--- src/sv/ntc_pkg.sv ---
// shared types, widths, constants and curve table for the ntc temperature block
`timescale 1ns / 1ps

package ntc_pkg;

  localparam int unsigned ROM_ENTRIES = 191;
  localparam int unsigned ADDR_W      = 8;
  localparam int unsigned SAMPLE_W    = 12;
  localparam int unsigned CAL_W       = 11;
  localparam int unsigned TEMP_W      = 16;
  localparam int unsigned CURVE_W     = 12;
  localparam int unsigned VAL_W       = 13;
  localparam int unsigned DIVD_W      = 17;
  localparam int unsigned QUOT_W      = 4;

  localparam logic [VAL_W-1:0]         FULL_SCALE = 13'd4096;
  // index offset of 39 entries times ten, plus the trim of 15 tenths
  localparam logic signed [TEMP_W:0]   INDEX_BIAS = 17'sd405;
  localparam logic [TEMP_W-1:0]        OOR_CODE   = 16'h7fff;

  typedef logic [ADDR_W-1:0]  addr_t;
  typedef logic [CURVE_W-1:0] curve_t;

  localparam curve_t CURVE [0:ROM_ENTRIES-1] = '{
    12'd193,  12'd204,  12'd215,  12'd227,  12'd239,  12'd252,  12'd265,  12'd279,
    12'd294,  12'd309,  12'd324,  12'd340,  12'd357,  12'd375,  12'd393,  12'd411,
    12'd431,  12'd451,  12'd471,  12'd492,  12'd514,  12'd537,  12'd560,  12'd584,
    12'd609,  12'd635,  12'd661,  12'd687,  12'd715,  12'd743,  12'd772,  12'd801,
    12'd831,  12'd862,  12'd893,  12'd925,  12'd957,  12'd991,  12'd1024, 12'd1058,
    12'd1093, 12'd1128, 12'd1164, 12'd1200, 12'd1236, 12'd1273, 12'd1310, 12'd1348,
    12'd1386, 12'd1424, 12'd1463, 12'd1501, 12'd1540, 12'd1579, 12'd1618, 12'd1657,
    12'd1697, 12'd1736, 12'd1775, 12'd1815, 12'd1854, 12'd1893, 12'd1932, 12'd1971,
    12'd2010, 12'd2048, 12'd2087, 12'd2125, 12'd2163, 12'd2200, 12'd2238, 12'd2274,
    12'd2311, 12'd2347, 12'd2383, 12'd2418, 12'd2453, 12'd2488, 12'd2522, 12'd2556,
    12'd2589, 12'd2622, 12'd2654, 12'd2685, 12'd2717, 12'd2747, 12'd2777, 12'd2807,
    12'd2836, 12'd2865, 12'd2893, 12'd2921, 12'd2948, 12'd2974, 12'd3000, 12'd3026,
    12'd3051, 12'd3075, 12'd3099, 12'd3123, 12'd3146, 12'd3168, 12'd3190, 12'd3212,
    12'd3233, 12'd3253, 12'd3273, 12'd3293, 12'd3312, 12'd3331, 12'd3349, 12'd3367,
    12'd3384, 12'd3401, 12'd3418, 12'd3434, 12'd3450, 12'd3465, 12'd3481, 12'd3495,
    12'd3510, 12'd3524, 12'd3537, 12'd3551, 12'd3564, 12'd3576, 12'd3588, 12'd3600,
    12'd3612, 12'd3624, 12'd3635, 12'd3646, 12'd3656, 12'd3667, 12'd3677, 12'd3686,
    12'd3696, 12'd3705, 12'd3714, 12'd3723, 12'd3732, 12'd3740, 12'd3748, 12'd3756,
    12'd3764, 12'd3772, 12'd3779, 12'd3786, 12'd3793, 12'd3800, 12'd3807, 12'd3813,
    12'd3820, 12'd3826, 12'd3832, 12'd3838, 12'd3844, 12'd3849, 12'd3855, 12'd3860,
    12'd3865, 12'd3870, 12'd3875, 12'd3880, 12'd3884, 12'd3889, 12'd3893, 12'd3898,
    12'd3902, 12'd3906, 12'd3910, 12'd3914, 12'd3918, 12'd3922, 12'd3925, 12'd3929,
    12'd3932, 12'd3936, 12'd3939, 12'd3942, 12'd3945, 12'd3949, 12'd3952, 12'd3954,
    12'd3957, 12'd3960, 12'd3963, 12'd3966, 12'd3968, 12'd3971, 12'd3973
  };

  function automatic curve_t curve_at(input addr_t idx);
    curve_t val;
    if (int'(idx) < ROM_ENTRIES) begin
      val = CURVE[idx];
    end else begin
      val = CURVE[ROM_ENTRIES-1];
    end
    return val;
  endfunction

endpackage

--- src/sv/ntc_curve_rom.sv ---
// curve rom with a registered read port
`timescale 1ns / 1ps

module ntc_curve_rom
  import ntc_pkg::*;
(
  input  logic   clk,
  input  addr_t  rd_addr,
  output curve_t rd_data
);

  curve_t rd_data_r;

  always_ff @(posedge clk) begin
    rd_data_r <= curve_at(rd_addr);
  end

  assign rd_data = rd_data_r;

endmodule

--- src/sv/ntc_serial_div.sv ---
// restoring divider, one quotient bit per cycle
`timescale 1ns / 1ps

module ntc_serial_div
  import ntc_pkg::*;
(
  input  logic              clk,
  input  logic              rst_n,
  input  logic              start,
  input  logic [DIVD_W-1:0] dividend,
  input  curve_t            divisor,
  output logic              done,
  output logic [QUOT_W-1:0] quotient
);

  localparam int unsigned DSH_W = CURVE_W + QUOT_W - 1;
  localparam int unsigned CNT_W = $clog2(QUOT_W);

  logic              run_r, run_nxt;
  logic              done_r, done_nxt;
  logic [CNT_W-1:0]  cnt_r, cnt_nxt;
  logic [DIVD_W-1:0] rem_r, rem_nxt;
  logic [DSH_W-1:0]  dsh_r, dsh_nxt;
  logic [QUOT_W-1:0] q_r, q_nxt;
  logic              zero_r, zero_nxt;
  logic [DIVD_W-1:0] trial;
  logic              fits;

  assign trial = DIVD_W'(dsh_r);
  assign fits  = (rem_r >= trial);

  always_comb begin
    run_nxt  = run_r;
    done_nxt = 1'b0;
    cnt_nxt  = cnt_r;
    rem_nxt  = rem_r;
    dsh_nxt  = dsh_r;
    q_nxt    = q_r;
    zero_nxt = zero_r;
    if (start) begin
      run_nxt  = 1'b1;
      cnt_nxt  = CNT_W'(QUOT_W - 1);
      rem_nxt  = dividend;
      dsh_nxt  = {divisor, {(QUOT_W-1){1'b0}}};
      q_nxt    = '0;
      zero_nxt = (divisor == '0);
    end else if (run_r) begin
      if (fits) begin
        rem_nxt = rem_r - trial;
      end
      q_nxt   = {q_r[QUOT_W-2:0], fits};
      dsh_nxt = dsh_r >> 1;
      cnt_nxt = cnt_r - 1'b1;
      if (cnt_r == '0) begin
        run_nxt  = 1'b0;
        done_nxt = 1'b1;
      end
    end
  end

  always_ff @(posedge clk) begin
    if (!rst_n) begin
      run_r  <= 1'b0;
      done_r <= 1'b0;
    end else begin
      run_r  <= run_nxt;
      done_r <= done_nxt;
    end
  end

  always_ff @(posedge clk) begin
    cnt_r  <= cnt_nxt;
    rem_r  <= rem_nxt;
    dsh_r  <= dsh_nxt;
    q_r    <= q_nxt;
    zero_r <= zero_nxt;
  end

  assign done     = done_r;
  // a zero step gives a zero fraction
  assign quotient = zero_r ? '0 : q_r;

endmodule

--- src/sv/ntc_adc_to_temperature_top.sv ---
// thermistor sample to temperature: curve search, interpolation and result
`timescale 1ns / 1ps
// a sample outside the curve goes from idle straight to the registered result;
//   otherwise each search step reads the rom (S_RD) and compares (S_CMP), over
//   ceil(log2(entries+1)) steps, 8 for 191, then the curve reads (S_FLO, S_FHI,
//   S_DGO), the serial divide and the registered output; one sample at a time:
// busy stays high until the result strobe; the rom read port and the divider set the pace
// reset (rst_n low, synchronous) returns to idle and drops out_valid

module ntc_adc_to_temperature_top
  import ntc_pkg::*;
#(
  parameter int CURVE_ENTRIES = 191
) (
  input  logic                     clk,
  input  logic                     rst_n,
  input  logic                     start,
  output logic                     busy,
  input  logic [SAMPLE_W-1:0]      in_adc_sample,
  input  logic signed [CAL_W-1:0]  in_calibration_tenths,
  output logic                     out_valid,
  output logic signed [TEMP_W-1:0] out_temperature_tenths,
  output logic                     out_out_of_range
);

  localparam int USED = (CURVE_ENTRIES > int'(ROM_ENTRIES)) ? int'(ROM_ENTRIES) :
                        ((CURVE_ENTRIES < 2) ? 2 : CURVE_ENTRIES);
  localparam curve_t FIRST_ENTRY = curve_at('0);
  localparam curve_t LAST_ENTRY  = curve_at(ADDR_W'(USED - 1));

  localparam logic [2:0] S_IDLE  = 3'd0;
  localparam logic [2:0] S_RD    = 3'd1;
  localparam logic [2:0] S_CMP   = 3'd2;
  localparam logic [2:0] S_FLO   = 3'd3;
  localparam logic [2:0] S_FHI   = 3'd4;
  localparam logic [2:0] S_DGO   = 3'd5;
  localparam logic [2:0] S_DWAIT = 3'd6;

  logic [2:0]               state_r, state_nxt;
  logic [VAL_W-1:0]         v_r, v_nxt;
  logic signed [CAL_W-1:0]  cal_r, cal_nxt;
  addr_t                    lo_r, lo_nxt;
  addr_t                    hi_r, hi_nxt;
  curve_t                   clo_r, clo_nxt;
  logic                     out_valid_r, out_valid_nxt;
  logic [TEMP_W-1:0]        temp_r, temp_nxt;
  logic                     oor_r, oor_nxt;

  logic [VAL_W-1:0]         v_in;
  logic                     in_oor;
  addr_t                    mid;
  addr_t                    rd_addr;
  curve_t                   rd_data;
  logic                     div_start;
  logic                     div_done;
  logic [QUOT_W-1:0]        quot;
  logic [VAL_W-1:0]         offset;
  logic [DIVD_W-1:0]        dividend;
  curve_t                   divisor;
  logic [CURVE_W-1:0]       idx_x10;
  logic signed [TEMP_W:0]   temp_sum;

  ntc_curve_rom u_rom (
    .clk     (clk),
    .rd_addr (rd_addr),
    .rd_data (rd_data)
  );

  ntc_serial_div u_div (
    .clk      (clk),
    .rst_n    (rst_n),
    .start    (div_start),
    .dividend (dividend),
    .divisor  (divisor),
    .done     (div_done),
    .quotient (quot)
  );

  assign v_in   = FULL_SCALE - VAL_W'(in_adc_sample);
  assign in_oor = (v_in <= VAL_W'(FIRST_ENTRY)) || (v_in > VAL_W'(LAST_ENTRY));
  assign mid    = lo_r + ((hi_r - lo_r) >> 1);

  always_comb begin
    unique case (state_r)
      S_FLO:   rd_addr = lo_r - 1'b1;
      S_FHI:   rd_addr = lo_r;
      default: rd_addr = mid;
    endcase
  end

  // rd_data holds the upper entry in S_DGO
  assign offset    = v_r - VAL_W'(clo_r);
  assign dividend  = DIVD_W'({offset, 3'b000}) + DIVD_W'({offset, 1'b0});
  assign divisor   = rd_data - clo_r;
  assign div_start = (state_r == S_DGO);

  assign idx_x10  = CURVE_W'({lo_r, 3'b000}) + CURVE_W'({lo_r, 1'b0});
  assign temp_sum = $signed({{(TEMP_W+1-CURVE_W){1'b0}}, idx_x10}) - INDEX_BIAS
                  + $signed({{(TEMP_W+1-QUOT_W){1'b0}}, quot})
                  + (TEMP_W+1)'(cal_r);

  always_comb begin
    state_nxt     = state_r;
    v_nxt         = v_r;
    cal_nxt       = cal_r;
    lo_nxt        = lo_r;
    hi_nxt        = hi_r;
    clo_nxt       = clo_r;
    out_valid_nxt = 1'b0;
    temp_nxt      = temp_r;
    oor_nxt       = oor_r;
    unique case (state_r)
      S_IDLE: begin
        if (start) begin
          v_nxt   = v_in;
          cal_nxt = in_calibration_tenths;
          lo_nxt  = '0;
          hi_nxt  = ADDR_W'(USED);
          if (in_oor) begin
            out_valid_nxt = 1'b1;
            temp_nxt      = OOR_CODE;
            oor_nxt       = 1'b1;
          end else begin
            state_nxt = S_RD;
          end
        end
      end
      S_RD: begin
        state_nxt = S_CMP;
      end
      S_CMP: begin
        if (VAL_W'(rd_data) < v_r) begin
          lo_nxt = mid + 1'b1;
        end else begin
          hi_nxt = mid;
        end
        state_nxt = (lo_nxt < hi_nxt) ? S_RD : S_FLO;
      end
      S_FLO: begin
        state_nxt = S_FHI;
      end
      S_FHI: begin
        clo_nxt   = rd_data;
        state_nxt = S_DGO;
      end
      S_DGO: begin
        state_nxt = S_DWAIT;
      end
      S_DWAIT: begin
        if (div_done) begin
          out_valid_nxt = 1'b1;
          temp_nxt      = temp_sum[TEMP_W-1:0];
          oor_nxt       = 1'b0;
          state_nxt     = S_IDLE;
        end
      end
      default: begin
        state_nxt = S_IDLE;
      end
    endcase
  end

  always_ff @(posedge clk) begin
    if (!rst_n) begin
      state_r     <= S_IDLE;
      out_valid_r <= 1'b0;
    end else begin
      state_r     <= state_nxt;
      out_valid_r <= out_valid_nxt;
    end
  end

  always_ff @(posedge clk) begin
    v_r    <= v_nxt;
    cal_r  <= cal_nxt;
    lo_r   <= lo_nxt;
    hi_r   <= hi_nxt;
    clo_r  <= clo_nxt;
    temp_r <= temp_nxt;
    oor_r  <= oor_nxt;
  end

  assign busy                   = (state_r != S_IDLE);
  assign out_valid              = out_valid_r;
  assign out_temperature_tenths = $signed(temp_r);
  assign out_out_of_range       = oor_r;

endmodule

--- config.mk ---
export PLATFORM = sky130hd
export DESIGN_NAME = ntc_adc_to_temperature_top
export DESIGN_NICKNAME = d
export VERILOG_FILES = /design/src/sv/ntc_pkg.sv /design/src/sv/ntc_curve_rom.sv /design/src/sv/ntc_serial_div.sv /design/src/sv/ntc_adc_to_temperature_top.sv
export SDC_FILE = /design/constraint.sdc
export NUM_CORES = 1
export LEC_CHECK = 0
export ABC_AREA = 1
export BUFFER_PORTS_ARGS = -buffer_cell sky130_fd_sc_hd__buf_4
export CAP_MARGIN = 0
export CORE_ASPECT_RATIO = 0.7
export CORE_MARGIN = 4
export CORE_UTILIZATION = 64
export DETAILED_ROUTE_END_ITERATION = 7
export PLACE_DENSITY = 0.82
export SYNTH_ARGS = -nofsm -noshare
export SYNTH_HDL_FRONTEND = slang
export SYNTH_SLANG_ARGS = --single-unit
--- constraint.sdc ---
create_clock -name clk -period 4.9 [get_ports clk]
set_clock_uncertainty 0.05 [all_clocks]
set_input_delay 0.245 -clock clk [delete_from_list [all_inputs] [get_ports clk]]
set_output_delay 0.245 -clock clk [all_outputs]
set_load 0.01 [all_outputs]
==> results.cfg, run 1 <==
[cts]
cts_inserted_buffers = 17
cts_max_level = 4
cts_root_buffer = clkbuf_16
cts.path.max_buffers = 2
clock_sinks = 126
clk_latency_ps = 430
clkSlewWorstSetupHoldPaths_ps = 60
cts_tree = yes

[final_layout]
n_antenna_cell = 0
drive_above_1_share_pct = 7.90
seq_area_sq_mm = 0.00351
multi_input_area_sq_mm = 0.00765
area_growth_pct = 10.4
fin_cells = 2027
nets = 1950
final.fill_count = 1491

[routing]
wire_per_inst_um = 19.0
route.vias.total = 12400
wl_um = 38400
drc_errors = 0
drt_first_pass_iters = 6
viasPerCell = 6.13
final_antenna_net_count = 0
drtIter0Drc = 1641

[timing]
hold_violations = 0
worst_slew_pin_slew_ps = 1070
slew_violations = 0
setup_viol = 0
timing.hold.ws_ps = 70.8
worst_slew_margin_rel_pct = 28.4
period_share_pct = 92.4
min_period_ps = 4530
tns_ps = 0
max_freq_ghz = 0.221

[placed_design]
globalplace.congestion = 1.02
hpwlAfterDp_um = 28400
placed_cells = 1982
port_buffers = 44

[die]
initial_core_util_pct = 65.1
io_pins = 45
dieArea_sq_mm = 0.0215
die_w_um = 174
core.rowCount = 42
core_area_sq_mm = 0.0189
die_h_um = 124

[synth]
yosys-top-cells-count = 425 x nand2_1, 222 x inv_1, 180 x nand3_1, 142 x ha_1, 119 x a21oi_1
synth.cell_area_sq_mm = 0.0123
ys_seq_elements = 126
synth.avg_cell_area_sq_um = 7.13
synth_edf_count = 99
synth_top_area_share_pct = 24.2
ys_types = 56
synthMostInstantiatedCell = nand2_1
netlist_instances = 1722
synth_top_cell_by_area = edfxtp_1
yosysWarnings = 0
ys.flop_type = edfxtp_1
syn_nets = 1900
async_reset_ff_share_pct = 0
synth_area_leaders = edfxtp_1 24%, ha_1 14%, nand2_1 13%, nand3_1 7.3%, inv_1 6.8%
yosysSeqAreaShare_pct = 28.6

[setup_path]
cp_top_family = compound AO/OA/AOI/OAI gates
r2r_cells = 24
r2r_start = lo_r[2]
cp_slowest_stage_delay_ps = 480
required_ps = 5160
arrival_ps = 4790
start_kind = flop
r2r_slack_ps = 370
cp_slowest_cell = edfxtp_1
cpMostUsedCell = nand2_1
r2r-end = state_r[1]
end_kind = flop
path_cells = inv_1 -> ha_1 -> a21oi_1 -> o21ai_0 -> nand2_1 -> nand2_1 -> a21oi_1 -> o21ai_0 -> xor2_1 -> ha_1 -> inv_1 -> o311ai_0 -> xor2_1 -> xnor2_1 -> nand2_1 -> nand2_1 -> inv_1 -> ha_1 -> nand2_1 -> nor2_1 -> a211oi_1 -> nand2_1 -> nand2_1 -> a21oi_1
critical_path.max_fanout = 7
path_buf_inv = 3
worstSetupPathType = reg2reg

[run]
drv_cap = 0

[min_path]
worstHoldPathCells = 2
whs_endpoint = out_valid
holdCritStartpoint = rst_n
hp-class = in2reg

[global_route]
grt_pass1_wl_um = 60800
antenna_found_initial = 0
grt_pass1_vias = 11500
grt_util_met1_pct = 50.2
overflow = 0
grt.total_usage_pct = 35.3
grt_max_degree = 41
busiest_layer = met2
use_met3_pct = 7.22
grt_use_met2_pct = 54.5

[status]
status = finished, final reports clean
## registers in the layout, indices dropped and copies added, names as in the netlist
name and flops:
u_div.dsh_r 15, clo_r 12, u_div.zero_r 1, lo_r 8
cal_r 11, u_div.done 1, state_r 3, out_out_of_range 1
u_div.q_r 4, out_valid 1, u_div.rem_r 17, v_r 13
u_div.cnt_r 2, out_temperature_tenths 16, u_rom.rd_data 12, hi_r 8
u_div.run_r 1
## worst max path at each step
stage,slack [ps],cells after the start,endpoint,from
final,370,24,state_r[1],lo_r[2]
after global routing,-8,24,state_r[1],lo_r[2]
after CTS,370,19,u_rom.rd_data[1],lo_r[0]
after detailed placement,370,19,u_rom.rd_data[1],lo_r[0]
after global placement,390,19,u_rom.rd_data[1],lo_r[0]
after floorplan,1000,24,state_r[1],lo_r[2]
## logic make-up (layout without fill, tap and decap cells)
logic type,after synthesis,in the layout,synth area share (%)
AO/OA/AOI/OAI,303,303,13.7
XOR/XNOR,62,62,4.48
adder cells (fa/ha/maj),152,152,16.1
buffers and inverters,284,347,9.23
flip-flops,126,126,28.6
multiplexers,2,2,0.163
AND/OR/NAND/NOR,793,793,27.7
## metrics by stage
| step | worst slack (ps) | cell area, sq um | utilization (%) |
|---|---|---|---|
| after floorplan | 1000 | 12300 | - |
| after global placement | 388 | 12800 | 68.1 |
| after detailed placement | 371 | 12800 | 68.1 |
| after CTS | 365 | 13500 | 71.8 |
| after global routing | -8.46 | 13600 | 71.9 |
| final | 373 | 13600 | 71.9 |
## area by class of cell
type | instances | share of cell area (%)
multi-input combinational | 1312 | 56.4
sequential | 126 | 25.9
inverter | 236 | 6.57
timing repair buffer | 79 | 4.59
clock buffer | 20 | 3.29
tap | 242 | 2.23
clock inverter | 12 | 1.01
## cells in the final DEF, fill, tap and decap left out, types with 20 or more instances in the layout
| cell | instances |
|---|---|
| a21oi_1 | 119 |
| buf_4 | 67 |
| dfxtp_1 | 27 |
| edfxtp_1 | 99 |
| ha_1 | 142 |
| inv_1 | 222 |
| nand2_1 | 425 |
| nand3_1 | 179 |
| nand4_1 | 22 |
| nor2_1 | 116 |
| o21ai_0 | 100 |
| xnor2_1 | 20 |
| xor2_1 | 41 |
## timing repair
item	in CTS	in global routing
gates resized for setup	0	1
hold endpoints to repair	12	0
setup buffers	0	1
setup endpoints to repair	0	2
hold buffers	12	0
## routing by layer
layer	up-vias	wire, um	share of wire, %
li1	5878	-	-
met2	787	16300	42
met4	0	1190	3.1
met5	-	0	0
met1	5647	16800	44
met3	120	4220	11
Power of run 1 is left out: the tool's default activity adds up to more than one toggle a clock period on the data nets, which glitch-free logic cannot reach.
==> run 2: changes to the inputs <==
Settings changed: ABC_AREA 1 to not set, CORE_MARGIN 4 to 3.
==> results.cfg, run 2 <==
[status]
status = finished, final reports clean

[cts]
cts_max_level = 4
cts_inserted_buffers = 17
cts.path.max_buffers = 2
clkSlewWorstSetupHoldPaths_ps = 70
clk_latency_ps = 440
cts_root_buffer = clkbuf_16
clock_sinks = 126
cts_tree = yes
postCtsSetupRepairBufs = 0

[global_route]
antenna_found_initial = 1
overflow = 0
grt.total_usage_pct = 37.1
grt_pass1_vias = 11000
grt_max_degree = 41
grt_pass1_wl_um = 60000

[setup_path]
end_kind = flop
r2r_cells = 20
worstSetupPathType = reg2reg
start_kind = flop
r2r-end = out_temperature_tenths[12]
critical_path.max_fanout = 9
arrival_ps = 4800
required_ps = 5000
r2r_slack_ps = 200
r2r_start = lo_r[0]

[timing]
min_period_ps = 4700
rsz0062_at_grt = false
tns_ps = 0
hold_violations = 0
period_share_pct = 95.8
worst_slew_margin_rel_pct = 21.7
setup_viol = 0
worst_slew_pin_slew_ps = 1170
max_freq_ghz = 0.213
slew_violations = 0

[min_path]
worstHoldPathCells = 2
hp-class = in2reg
whs_endpoint = state_r[2]
holdCritStartpoint = rst_n

[die]
initial_core_util_pct = 66.5
io_pins = 45
core_area_sq_mm = 0.0184
die_h_um = 122
dieArea_sq_mm = 0.0208
core.rowCount = 41
die_w_um = 171

[final_layout]
n_antenna_cell = 0
area_growth_pct = 12.4
nets = 1641
final_cell_mix = 142 x ha_1, 117 x nand2_1, 104 x inv_1
largest-register = u_div.rem_r
fin_cells = 1712
final.fill_count = 1261
final_common_cell = ha_1
drive_above_1_share_pct = 11.7
largest_register_ffs = 17

[placed_design]
port_buffers = 44
globalplace.congestion = 1.04
placed_cells = 1668
hpwlAfterDp_um = 27700

[synth]
ys.flop_type = edfxtp_1
yosysSeqAreaShare_pct = 28.8
ys_seq_elements = 126
synth_area_leaders = edfxtp_1 24%, ha_1 15%, dfxtp_1 4.4%, xnor2_1 4.3%, a21oi_1 4.1%
synth.avg_cell_area_sq_um = 8.66
async_reset_ff_share_pct = 0
synth_top_area_share_pct = 24.3
synth_top_cell_by_area = edfxtp_1
syn_nets = 1589
netlist_instances = 1411
synth.cell_area_sq_mm = 0.0122
yosys-top-cells-count = 142 x ha_1, 117 x nand2_1, 106 x inv_1, 99 x a21oi_1, 99 x edfxtp_1
synth_edf_count = 99
ys_types = 94
yosysWarnings = 0
synthMostInstantiatedCell = ha_1

[routing]
wl_um = 39100
drc_errors = 0
final_antenna_net_count = 0
drt_first_pass_iters = 6
route.vias.total = 11800
viasPerCell = 6.90
drtIter0Drc = 1739
wire_per_inst_um = 22.8

[run]
drv_cap = 0
## run 2: worst max-delay path by stage
stage               startpoint                    endpoint  slack [ps]  depth (start not counted)
floorplan              lo_r[2]                  state_r[1]         380                         24
global placement       lo_r[1]                  state_r[1]         380                         23
detailed placement     lo_r[0]  out_temperature_tenths[12]         210                         20
CTS                    hi_r[0]                  state_r[1]         160                         21
global route           lo_r[0]  out_temperature_tenths[12]          20                         20
finish                 lo_r[0]  out_temperature_tenths[12]         200                         20
## run 2: metrics by stage
stage | area, sq um | util (%) | setup slack [ps] | hold WS (ps)
CTS | 13700 | 74.4 | 162 | 20.2
finish | 13700 | 74.7 | 205 | 27.6
detailed placement | 12900 | 70.1 | 211 | 374
global placement | 12900 | 70.1 | 382 | 373
floorplan | 12200 | - | 378 | 294
global route | 13700 | 74.7 | 24.0 | 20.7
## run 2: kinds of logic after synthesis
group           after synthesis  share of synthesized area (%)
mux                          17                           1.39
xor+xnor                     93                           6.67
buf+inv                     179                           6.46
fa+ha+maj                   152                           16.2
compound gates              429                           23.7
flops                       126                           28.8
simple gates                415                           16.8
## run 2: routing by layer
layer	vias up	part of all wire, %	global-route usage, %
met3	153	13	13.3
li1	5316	-	-
met2	879	43	54.4
met1	5467	41	50.7
met4	2	3.4	13.3
met5	-	0.038	0
## run 2: timing repair
action                     in CTS  in global routing
setup endpoints to repair       0                  5
hold buffers                   12                  0
hold endpoints to repair       12                  0
resized for setup               0                 13
## run 2: cell type report
class	count	area, sq um	area share (%)
Clock buffer	19	433	3.15
Clock inverter	13	235	1.71
Inverter	110	422	3.07
Multi-Input combinational cell	1106	7990	58.2
Sequential cell	126	3510	25.6
Tap cell	236	295	2.15
Timing Repair Buffer	102	833	6.07
## run 2: worst max-delay path: stages, from the launching register on
cell	delay (ps)
edfxtp_1	360
buf_4	210
clkinvlp_4	200
ha_1	240
inv_1	50
ha_1	250
and3b_1	230
o21a_1	200
o21ai_0	220
nand2b_1	120
a21oi_1	200
o21bai_1	110
xor2_1	160
ha_1	280
ha_1	370
and3_1	180
a21oi_1	130
o21ai_1	140
o41ai_2	410
xnor2_1	190
nand2_1	80
Power of run 2 is left out for the same reason.
